File: src/hdl/mssm_pkg.sv
// Shared constants, types and codes for the motor speed set and measure unit.
package mssm_pkg;

    // Potentiometer converter and pulse counter sizes.
    localparam int ADC_BITS = 12;
    localparam int ADC_FULL = (1 << ADC_BITS) - 1;
    localparam int TALLY_W  = 32;

    // Configuration port.
    localparam int CFG_W     = 24;
    localparam int CFG_IDX_W = 3;
    localparam logic [CFG_IDX_W-1:0] CFG_MIN_DUTY = 3'd0;
    localparam logic [CFG_IDX_W-1:0] CFG_PERIOD   = 3'd1;
    localparam logic [CFG_IDX_W-1:0] CFG_WINDOW   = 3'd2;
    localparam logic [CFG_IDX_W-1:0] CFG_PPR      = 3'd3;
    localparam logic [CFG_IDX_W-1:0] CFG_FULL_RPM = 3'd4;

    // Register reset values.
    localparam logic [15:0] MIN_DUTY_RESET = 16'd9830;
    localparam logic [15:0] PERIOD_RESET   = 16'd1599;
    localparam logic [23:0] WINDOW_RESET   = 24'd1000000;
    localparam logic [7:0]  PPR_RESET      = 8'd1;
    localparam logic [15:0] FULL_RPM_RESET = 16'd5000;
    localparam logic [ADC_BITS-1:0] LEVEL_RESET = ADC_BITS'(2048);

    // Q1.16 unity and microseconds per minute.
    localparam logic [16:0] ONE_Q16    = 17'h10000;
    localparam int          MUL_W      = 26;
    localparam logic [MUL_W-1:0] US_PER_MIN = 26'd60000000;

    // Serial divider sizes. Setpoint dividends are PROD_W bits wide and
    // are left aligned in the numerator shift register.
    localparam int SPAN_W = ADC_BITS + 17;
    localparam int PROD_W = SPAN_W + 1;
    localparam int NUM_W  = TALLY_W + MUL_W;
    localparam int DEN_W  = 32;
    localparam int STEP_W = 6;
    localparam logic [STEP_W-1:0] SAMPLE_STEPS = STEP_W'(PROD_W);
    localparam logic [STEP_W-1:0] TICK_STEPS   = STEP_W'(NUM_W);

    // Event codes.
    typedef enum logic [1:0] {
        FUNC_SAMPLE = 2'd0,
        FUNC_PULSE  = 2'd1,
        FUNC_TICK   = 2'd2,
        FUNC_NONE   = 2'd3
    } t_func;

    // Sequencer states.
    typedef enum logic [3:0] {
        ST_IDLE,
        ST_DUTY_MUL,
        ST_DUTY_START,
        ST_DUTY_WAIT,
        ST_CMP_MUL,
        ST_CMP_CLAMP,
        ST_EXP_START,
        ST_EXP_WAIT,
        ST_TICK_DEN,
        ST_TICK_MUL,
        ST_TICK_START,
        ST_TICK_WAIT,
        ST_WRITE
    } t_state;

    // Request to the serial divider.
    typedef struct packed {
        logic              start;
        logic [STEP_W-1:0] steps;
        logic [NUM_W-1:0]  num;
        logic [DEN_W-1:0]  den;
    } t_div_req;

endpackage

File: src/hdl/mssm_sdiv.sv
// Restoring divider that produces one quotient bit per clock cycle.
module mssm_sdiv import mssm_pkg::*; (
    input  logic             i_clk,
    input  logic             i_rst_n,
    input  t_div_req         i_req,
    output logic             o_done,
    output logic [NUM_W-1:0] o_quo
);

    logic              r_busy;
    logic              r_done;
    logic [STEP_W-1:0] r_cnt;
    logic [NUM_W-1:0]  r_num;
    logic [DEN_W-1:0]  r_den;
    logic [DEN_W-1:0]  r_rem;
    logic [NUM_W-1:0]  r_quo;

    logic [DEN_W:0] trial;
    logic [DEN_W:0] diff;
    logic           fits;

    // One trial subtraction of the divisor from the shifted remainder.
    always_comb begin
        trial = {r_rem, r_num[NUM_W-1]};
        diff  = trial - {1'b0, r_den};
        fits  = (trial >= {1'b0, r_den});
    end

    // Step counter and completion pulse.
    always_ff @(posedge i_clk) begin
        if (!i_rst_n) begin
            r_busy <= 1'b0;
            r_done <= 1'b0;
            r_cnt  <= '0;
        end else begin
            r_done <= 1'b0;
            if (i_req.start) begin
                r_busy <= 1'b1;
                r_cnt  <= i_req.steps;
            end else if (r_busy) begin
                r_cnt <= r_cnt - STEP_W'(1);
                if (r_cnt == STEP_W'(1)) begin
                    r_busy <= 1'b0;
                    r_done <= 1'b1;
                end
            end
        end
    end

    // Shift the dividend in and the quotient bits out.
    always_ff @(posedge i_clk) begin
        if (i_req.start) begin
            r_num <= i_req.num;
            r_den <= i_req.den;
            r_rem <= '0;
            r_quo <= '0;
        end else if (r_busy) begin
            r_num <= {r_num[NUM_W-2:0], 1'b0};
            r_rem <= fits ? diff[DEN_W-1:0] : trial[DEN_W-1:0];
            r_quo <= {r_quo[NUM_W-2:0], fits};
        end
    end

    assign o_done = r_done;
    assign o_quo  = r_quo;

endmodule

File: src/hdl/motor_speed_set_and_measure_unit.sv
// Top level of the motor speed set and measure unit: setpoint, PWM and tachometer.
//
// Each input word carries one event in i_func: a potentiometer sample, an
// encoder pulse or a microsecond tick. Every accepted word produces exactly
// one output word holding the current PWM compare value, the expected speed,
// the last measured speed and a flag that is set when the word closed a
// measurement window. A word is taken when valid is high and stall is low.
// The block works on one word at a time and holds o_in_stall high until it
// has handed the result to its output register:
//   pulse, tick inside a window, unused code: straight to the write state;
//   sample: two 30-step passes of the bit-serial divider (duty scaling
//   and expected speed) plus one multiply each;
//   tick that closes a window: a 26-step shift-and-add multiply by
//   60,000,000 and a 58-step serial divide.
// The output register lets the next word be accepted while a result waits;
// when i_out_stall stays high, the next result waits in the sequencer and
// the input stalls. Reset loads the register defaults, sets the filtered
// level to mid scale, clears the counters and empties the output register.
// Configuration writes take effect with the next step that reads them.
module motor_speed_set_and_measure_unit import mssm_pkg::*; (
    input  logic                 i_clk,
    input  logic                 i_rst_n,
    input  logic                 i_cfg_we,
    input  logic [CFG_IDX_W-1:0] i_cfg_index,
    input  logic [CFG_W-1:0]     i_cfg_data,
    input  logic                 i_in_valid,
    output logic                 o_in_stall,
    input  logic [1:0]           i_func,
    input  logic [ADC_BITS-1:0]  i_sample,
    output logic                 o_out_valid,
    input  logic                 i_out_stall,
    output logic [15:0]          o_compare_value,
    output logic [15:0]          o_expected_rpm,
    output logic [31:0]          o_measured_rpm,
    output logic                 o_measure_done
);

    // Control and configuration registers.
    t_state                r_state, n_state;
    logic [15:0]           r_min_duty, n_min_duty;
    logic [15:0]           r_period, n_period;
    logic [23:0]           r_window, n_window;
    logic [7:0]            r_ppr, n_ppr;
    logic [15:0]           r_full_rpm, n_full_rpm;
    logic [ADC_BITS-1:0]   r_level, n_level;
    logic [TALLY_W-1:0]    r_tally, n_tally;
    logic [23:0]           r_elapsed, n_elapsed;
    logic [31:0]           r_last_rpm, n_last_rpm;
    logic [15:0]           r_last_cmp, n_last_cmp;
    logic [15:0]           r_last_exp, n_last_exp;
    logic                  r_out_valid, n_out_valid;

    // Datapath registers.
    logic                  r_done, n_done;
    logic [PROD_W-1:0]     r_prod, n_prod;
    logic [16:0]           r_duty, n_duty;
    logic [33:0]           r_cmp_prod, n_cmp_prod;
    logic [NUM_W-1:0]      r_acc, n_acc;
    logic [NUM_W-1:0]      r_mcand, n_mcand;
    logic [MUL_W-1:0]      r_mplier, n_mplier;
    logic [DEN_W-1:0]      r_den, n_den;
    logic [15:0]           r_out_cmp, n_out_cmp;
    logic [15:0]           r_out_exp, n_out_exp;
    logic [31:0]           r_out_rpm, n_out_rpm;
    logic                  r_out_done, n_out_done;

    // Intermediate values.
    logic                  in_accept;
    logic                  slot_free;
    logic [ADC_BITS+2:0]   filt_sum;
    logic [23:0]           tick_next;
    logic [16:0]           duty_span;
    logic [SPAN_W-1:0]     lvl_span;
    logic [SPAN_W-1:0]     lvl_rpm;
    logic [17:0]           cmp_q;
    t_div_req              div_req;
    logic                  div_done;
    logic [NUM_W-1:0]      div_quo;

    mssm_sdiv u_sdiv (
        .i_clk   (i_clk),
        .i_rst_n (i_rst_n),
        .i_req   (div_req),
        .o_done  (div_done),
        .o_quo   (div_quo)
    );

    assign o_in_stall      = (r_state != ST_IDLE);
    assign o_out_valid     = r_out_valid;
    assign o_compare_value = r_out_cmp;
    assign o_expected_rpm  = r_out_exp;
    assign o_measured_rpm  = r_out_rpm;
    assign o_measure_done  = r_out_done;

    // Arithmetic that feeds the sequencer.
    always_comb begin
        in_accept = i_in_valid && !o_in_stall;
        slot_free = !r_out_valid || !i_out_stall;
        filt_sum  = ({3'b000, r_level} << 3) - {3'b000, r_level} + {3'b000, i_sample};
        tick_next = r_elapsed + 24'd1;
        duty_span = ONE_Q16 - {1'b0, r_min_duty};
        lvl_span  = SPAN_W'(r_level) * SPAN_W'(duty_span);
        lvl_rpm   = SPAN_W'({r_level, 1'b0}) * SPAN_W'(r_full_rpm);
        cmp_q     = r_cmp_prod[33:16];
    end

    // Divider requests issued from the start states.
    always_comb begin
        div_req       = '0;
        div_req.num   = {r_prod, {(NUM_W-PROD_W){1'b0}}};
        div_req.steps = SAMPLE_STEPS;
        div_req.den   = DEN_W'(ADC_FULL);
        case (r_state)
            ST_DUTY_START: begin
                div_req.start = 1'b1;
            end
            ST_EXP_START: begin
                div_req.start = 1'b1;
                div_req.den   = DEN_W'(2 * ADC_FULL);
            end
            ST_TICK_START: begin
                div_req.start = (r_den != '0);
                div_req.num   = r_acc;
                div_req.steps = TICK_STEPS;
                div_req.den   = r_den;
            end
            default: begin
                div_req.start = 1'b0;
            end
        endcase
    end

    // Next state and register updates.
    always_comb begin
        n_state     = r_state;
        n_min_duty  = r_min_duty;
        n_period    = r_period;
        n_window    = r_window;
        n_ppr       = r_ppr;
        n_full_rpm  = r_full_rpm;
        n_level     = r_level;
        n_tally     = r_tally;
        n_elapsed   = r_elapsed;
        n_last_rpm  = r_last_rpm;
        n_last_cmp  = r_last_cmp;
        n_last_exp  = r_last_exp;
        n_out_valid = r_out_valid && i_out_stall;
        n_done      = r_done;
        n_prod      = r_prod;
        n_duty      = r_duty;
        n_cmp_prod  = r_cmp_prod;
        n_acc       = r_acc;
        n_mcand     = r_mcand;
        n_mplier    = r_mplier;
        n_den       = r_den;
        n_out_cmp   = r_out_cmp;
        n_out_exp   = r_out_exp;
        n_out_rpm   = r_out_rpm;
        n_out_done  = r_out_done;

        // Register writes; unknown indexes are dropped.
        if (i_cfg_we) begin
            case (i_cfg_index)
                CFG_MIN_DUTY: n_min_duty = i_cfg_data[15:0];
                CFG_PERIOD:   n_period   = i_cfg_data[15:0];
                CFG_WINDOW:   n_window   = i_cfg_data[23:0];
                CFG_PPR:      n_ppr      = i_cfg_data[7:0];
                CFG_FULL_RPM: n_full_rpm = i_cfg_data[15:0];
                default:      n_ppr      = r_ppr;
            endcase
        end

        case (r_state)
            ST_IDLE: begin
                if (in_accept) begin
                    n_done  = 1'b0;
                    n_state = ST_WRITE;
                    case (t_func'(i_func))
                        FUNC_SAMPLE: begin
                            n_level = filt_sum[ADC_BITS+2:3];
                            n_state = ST_DUTY_MUL;
                        end
                        FUNC_PULSE: begin
                            if (r_tally != '1) begin
                                n_tally = r_tally + TALLY_W'(1);
                            end
                        end
                        FUNC_TICK: begin
                            n_elapsed = tick_next;
                            if (tick_next >= r_window) begin
                                n_state = ST_TICK_DEN;
                            end
                        end
                        default: begin
                            n_state = ST_WRITE;
                        end
                    endcase
                end
            end

            // Duty = minimum + level * (1 - minimum) / full scale.
            ST_DUTY_MUL: begin
                n_prod  = {1'b0, lvl_span};
                n_state = ST_DUTY_START;
            end
            ST_DUTY_START: begin
                n_state = ST_DUTY_WAIT;
            end
            ST_DUTY_WAIT: begin
                if (div_done) begin
                    n_duty  = {1'b0, r_min_duty} + div_quo[16:0];
                    n_state = ST_CMP_MUL;
                end
            end

            // Compare value, clamped to the period.
            ST_CMP_MUL: begin
                n_cmp_prod = 34'(r_duty) * 34'({1'b0, r_period} + 17'd1);
                n_state    = ST_CMP_CLAMP;
            end
            ST_CMP_CLAMP: begin
                if (cmp_q > {2'b00, r_period}) begin
                    n_last_cmp = r_period;
                end else begin
                    n_last_cmp = cmp_q[15:0];
                end
                n_prod  = {1'b0, lvl_rpm} + PROD_W'(ADC_FULL);
                n_state = ST_EXP_START;
            end

            // Expected speed, rounded half up.
            ST_EXP_START: begin
                n_state = ST_EXP_WAIT;
            end
            ST_EXP_WAIT: begin
                if (div_done) begin
                    if (div_quo[NUM_W-1:16] != '0) begin
                        n_last_exp = 16'hFFFF;
                    end else begin
                        n_last_exp = div_quo[15:0];
                    end
                    n_state = ST_WRITE;
                end
            end

            // Window closed: pulses * 60e6 / (ppr * elapsed).
            ST_TICK_DEN: begin
                n_den    = DEN_W'(r_ppr) * DEN_W'(r_elapsed);
                n_acc    = '0;
                n_mcand  = {{(NUM_W-TALLY_W){1'b0}}, r_tally};
                n_mplier = US_PER_MIN;
                n_state  = ST_TICK_MUL;
            end
            ST_TICK_MUL: begin
                if (r_mplier == '0) begin
                    n_state = ST_TICK_START;
                end else begin
                    if (r_mplier[0]) begin
                        n_acc = r_acc + r_mcand;
                    end
                    n_mcand  = {r_mcand[NUM_W-2:0], 1'b0};
                    n_mplier = {1'b0, r_mplier[MUL_W-1:1]};
                end
            end
            ST_TICK_START: begin
                if (r_den == '0) begin
                    n_last_rpm = '0;
                    n_tally    = '0;
                    n_elapsed  = '0;
                    n_done     = 1'b1;
                    n_state    = ST_WRITE;
                end else begin
                    n_state = ST_TICK_WAIT;
                end
            end
            ST_TICK_WAIT: begin
                if (div_done) begin
                    if (div_quo[NUM_W-1:32] != '0) begin
                        n_last_rpm = '1;
                    end else begin
                        n_last_rpm = div_quo[31:0];
                    end
                    n_tally   = '0;
                    n_elapsed = '0;
                    n_done    = 1'b1;
                    n_state   = ST_WRITE;
                end
            end

            // Hand the result word to the output register.
            ST_WRITE: begin
                if (slot_free) begin
                    n_out_valid = 1'b1;
                    n_out_cmp   = r_last_cmp;
                    n_out_exp   = r_last_exp;
                    n_out_rpm   = r_last_rpm;
                    n_out_done  = r_done;
                    n_state     = ST_IDLE;
                end
            end

            default: begin
                n_state = ST_IDLE;
            end
        endcase
    end

    // Control and configuration state.
    always_ff @(posedge i_clk) begin
        if (!i_rst_n) begin
            r_state     <= ST_IDLE;
            r_min_duty  <= MIN_DUTY_RESET;
            r_period    <= PERIOD_RESET;
            r_window    <= WINDOW_RESET;
            r_ppr       <= PPR_RESET;
            r_full_rpm  <= FULL_RPM_RESET;
            r_level     <= LEVEL_RESET;
            r_tally     <= '0;
            r_elapsed   <= '0;
            r_last_rpm  <= '0;
            r_last_cmp  <= '0;
            r_last_exp  <= '0;
            r_out_valid <= 1'b0;
        end else begin
            r_state     <= n_state;
            r_min_duty  <= n_min_duty;
            r_period    <= n_period;
            r_window    <= n_window;
            r_ppr       <= n_ppr;
            r_full_rpm  <= n_full_rpm;
            r_level     <= n_level;
            r_tally     <= n_tally;
            r_elapsed   <= n_elapsed;
            r_last_rpm  <= n_last_rpm;
            r_last_cmp  <= n_last_cmp;
            r_last_exp  <= n_last_exp;
            r_out_valid <= n_out_valid;
        end
    end

    // Datapath and output word registers.
    always_ff @(posedge i_clk) begin
        r_done     <= n_done;
        r_prod     <= n_prod;
        r_duty     <= n_duty;
        r_cmp_prod <= n_cmp_prod;
        r_acc      <= n_acc;
        r_mcand    <= n_mcand;
        r_mplier   <= n_mplier;
        r_den      <= n_den;
        r_out_cmp  <= n_out_cmp;
        r_out_exp  <= n_out_exp;
        r_out_rpm  <= n_out_rpm;
        r_out_done <= n_out_done;
    end

endmodule

File: config.mk
export PLATFORM = sky130hd
export DESIGN_NAME = motor_speed_set_and_measure_unit
export DESIGN_NICKNAME = d
export VERILOG_FILES = /design/src/hdl/mssm_pkg.sv /design/src/hdl/mssm_sdiv.sv /design/src/hdl/motor_speed_set_and_measure_unit.sv
export SDC_FILE = /design/constraint.sdc
export NUM_CORES = 2
export LEC_CHECK = 0
export ABC_CLOCK_PERIOD_IN_PS = 10200
export BUFFER_PORTS_ARGS = -buffer_cell sky130_fd_sc_hd__clkbuf_2
export CAP_MARGIN = 20
export CORE_MARGIN = 5
export CORE_UTILIZATION = 30
export DETAILED_ROUTE_END_ITERATION = 10
export PLACE_DENSITY = 0.45
export SYNTH_ARGS = -nofsm -noshare
export SYNTH_HDL_FRONTEND = slang
export SYNTH_SLANG_ARGS = --single-unit
File: constraint.sdc
create_clock -name i_clk -period 10.2 [get_ports i_clk]
set_input_delay 1.02 -clock i_clk [delete_from_list [all_inputs] [get_ports i_clk]]
set_output_delay 1.02 -clock i_clk [all_outputs]
set_load 0.01 [all_outputs]
==> flow_metrics.py <==
metrics = {
    "detailed_routing": {
        "drt_iter0_drc": 2712,
        "first_pass_iters": 7,
        "wl_per_cell_um": 19.0,
        "via_per_inst": 4.83,
        "ant_nets": 0,
        "vias": 45770,
        "routed_wl_um": 180000,
        "drc_errors": 0,
    },
    "critical_path": {
        "cp_max_fo": 23,
        "crit_cells": 28,
        "r2r_start": "r_period[0]$_SDFFE_PN1P_",
        "crit_family": "adder cells",
        "cp_slowest_stage_delay_ps": 820,
        "cp-start-kind": "register",
        "crit_path_end_kind": "register",
        "rr_endpoint": "r_cmp_prod[32]$_DFFE_PP_",
        "cp_slowest_cell": "dfxtp_1",
        "cp_common_cell": "fa_1",
        "criticalPathCategory": "reg2reg",
        "startpoint": "r_period[0]$_SDFFE_PN1P_",
        "cp-endpoint": "r_cmp_prod[32]$_DFFE_PP_",
        "arrival_ps": 8670,
        "reg2reg_slack_ps": 1990,
        "worst_r2r_path_depth": 28,
        "path_buf_inv": 4,
        "required_ps": 10660,
    },
    "yosys": {
        "yosysSeqAreaShare": 0.292,
        "synthArstFlopShare": 0,
        "synth_seq_cells": 710,
        "synth_fp_nets": 7897,
        "yosys_warnings": 0,
        "synth_cell_types": 95,
        "synth_area_per_cell_um2": 9.23,
        "synth_area_mm2": 0.0622,
        "synth-main-ff-cell": "edfxtp_1",
        "synth_edf_count": 395,
        "netlist_instances": 6738,
    },
    "cts": {
        "clk_latency_ps": 730,
        "cts_sinks": 710,
        "holdBufCountCts": 0,
        "clk_pin_slew_ps": 60,
        "cts_buffers": 89,
        "cts-root-buf": "clkbuf_16",
        "clk_path_buf_depth": 3,
        "post_cts_resize_count": 0,
        "htree_levels": 3,
        "cts_tree": "done",
        "postCtsSetupBuffers": 0,
    },
    "power_and_ir_drop": {
        "p_per_area_mw_per_mm2": 197,
        "p_leak_nw": 29.7,
        "peakVddDrop_mv": 0.144,
        "design_power_total_w": 0.0135,
    },
    "flow_run": {
        "cap_violations": 0,
    },
    "hold_path": {
        "hp-start": "r_last_rpm[12]$_SDFFE_PN0P_",
        "hp-class": "reg2reg",
    },
    "place": {
        "place_congestion": 0.821,
        "hpwl_um": 135000,
        "numPortBuffers": 112,
    },
    "timing": {
        "relSlewSlack": 0.206,
        "worstMarginPinSlew_ps": 1160,
        "tns_ps": 0,
        "finalCriticalPeriod_ps": 8210,
        "rsz0062_at_grt": "no",
        "finalMaxSlewViolations": 0,
        "hold_viol": 0,
        "fmaxAchievable_ghz": 0.122,
        "period_share": 0.805,
        "setup_viol": 0,
        "finalClockSkew_ps": 36.8,
    },
    "finish": {
        "final_common_cell": "nand2_1",
        "drive_gt1_frac": 0.0627,
        "final_cell_mix": "nand2_1, inv_1, fa_1",
        "syn2layout_area_growth_pct": 10.4,
        "nets": 7845,
        "fin_util": 0.332,
    },
    "run_status": {
        "status": "finished, final reports clean",
    },
    "grt": {
        "grt_overflow": 0,
        "grt_start_max_net_pins": 90,
        "grt_pass1_wl_um": 282000,
        "grt_pass1_vias": 47047,
        "antenna_found_initial": 9,
        "grtUsageTotal": 0.166,
    },
    "floorplanning": {
        "core_area_mm2": 0.207,
        "die_w_um": 465,
        "num_rows": 167,
        "start_util": 0.301,
        "die_area_mm2": 0.216,
        "pin_count": 113,
        "chipHeight_um": 465,
    },
}
## state kept, by name (all words and copies together), names as in the netlist, 12 cells and up
register and flops:
o_compare_value 16, o_expected_rpm 16, o_measured_rpm 32, r_acc 58
r_cmp_prod 18, r_den 32, r_duty 17, r_elapsed 24
r_full_rpm 16, r_last_cmp 16, r_last_exp 16, r_last_rpm 32
r_level 12, r_mcand 58, r_min_duty 16, r_mplier 26
r_period 16, r_prod 30, r_tally 32, r_window 24
u_sdiv.o_quo 58, u_sdiv.r_den 32, u_sdiv.r_num 58, u_sdiv.r_rem 32
## power by group
part,total (W),internal (W),leakage [nW],switching [W]
clock,0.00325,0.00187,1.46,0.00138
sequential,0.00429,0.00383,6.18,0.000459
combinational,0.00595,0.00226,22.1,0.00368
## cell families after synthesis
logic type      count (synthesis)  share of synthesized area
mux                            87                     0.0140
simple gates                 2314                      0.174
xor+xnor                      285                     0.0403
compound gates                969                     0.0993
buf+inv                      1260                     0.0771
flops                         710                      0.292
fa+ha+maj                    1113                      0.303
## metal layers
layer  up-vias  global-route usage  wire length (um)
li1      21885                   -                 -
met1     22840               0.232             85700
met2       842               0.268             81400
met3       203              0.0243              7640
met4         0              0.0438              5120
met5         -                   0                 0
## synth_stat cells (10+ instances only)
master       n  area share
nand2_1   1093       0.066
inv_1      926       0.056
fa_1       656        0.21
ha_1       457       0.092
edfxtp_1   395        0.19
and2_1     371       0.037
nor2_1     355       0.021
a21oi_1    345       0.028
dfxtp_1    315        0.10
clkbuf_1   309       0.019
xnor2_1    175       0.025
o21ai_0    167       0.013
xor2_1     109       0.015
a21o_1      91       0.011
nand3_1     91      0.0073
mux2i_1     87       0.014
nor3_1      64      0.0052
o211ai_1    63      0.0076
and3_1      60      0.0060
nand2b_1    47      0.0047
a211oi_1    42      0.0051
nor2b_1     41      0.0041
nor4_1      40      0.0040
or3_1       39      0.0039
a22oi_1     37      0.0045
nand4_1     36      0.0036
o21bai_1    33      0.0040
o21a_1      30      0.0036
a31oi_1     23      0.0023
nand3b_1    19      0.0023
o221a_2     17      0.0031
or2_2       15      0.0015
a221oi_1    13      0.0018
a21boi_0    10      0.0012
o31ai_1     10      0.0012
## through the flow
stage | cells | setup slack [ps] | cell area [um^2] | hold WS, ps
2_1_floorplan | 6738 | 1340 | 62200 | 400
3_3_place_gp | 9293 | 2130 | 65500 | 415
3_5_place_dp | 9295 | 2020 | 65500 | 414
4_1_cts | 9460 | 2010 | 68500 | 405
5_1_grt | 9465 | 1540 | 68600 | 434
6_report | 9467 | 1990 | 68600 | 415
## how the worst min path moves through the flow
stage                                         endpoint  slack, ps  depth (start not counted)
after detailed placement  o_measured_rpm[15]$_DFFE_PP_        410                          0
after CTS                 o_measured_rpm[12]$_DFFE_PP_        410                          0
final                     o_measured_rpm[12]$_DFFE_PP_        420                          0
after global routing      o_measured_rpm[19]$_DFFE_PP_        430                          0
after floorplan               o_measure_done$_DFFE_PP_        400                          0
after global placement    o_measured_rpm[24]$_DFFE_PP_        420                          0
## final cells by class
class,count,area [um^2]
repair buffers,188,1220
well taps,2704,3380
clock buffers,129,2560
flip-flops and latches,710,18200
clock inverters,36,424
multi-input cells,4768,39300
diodes,3,7.51
inverters,929,3490
fillers,21337,138000
Note: power is estimated with default switching activity, not from simulation.
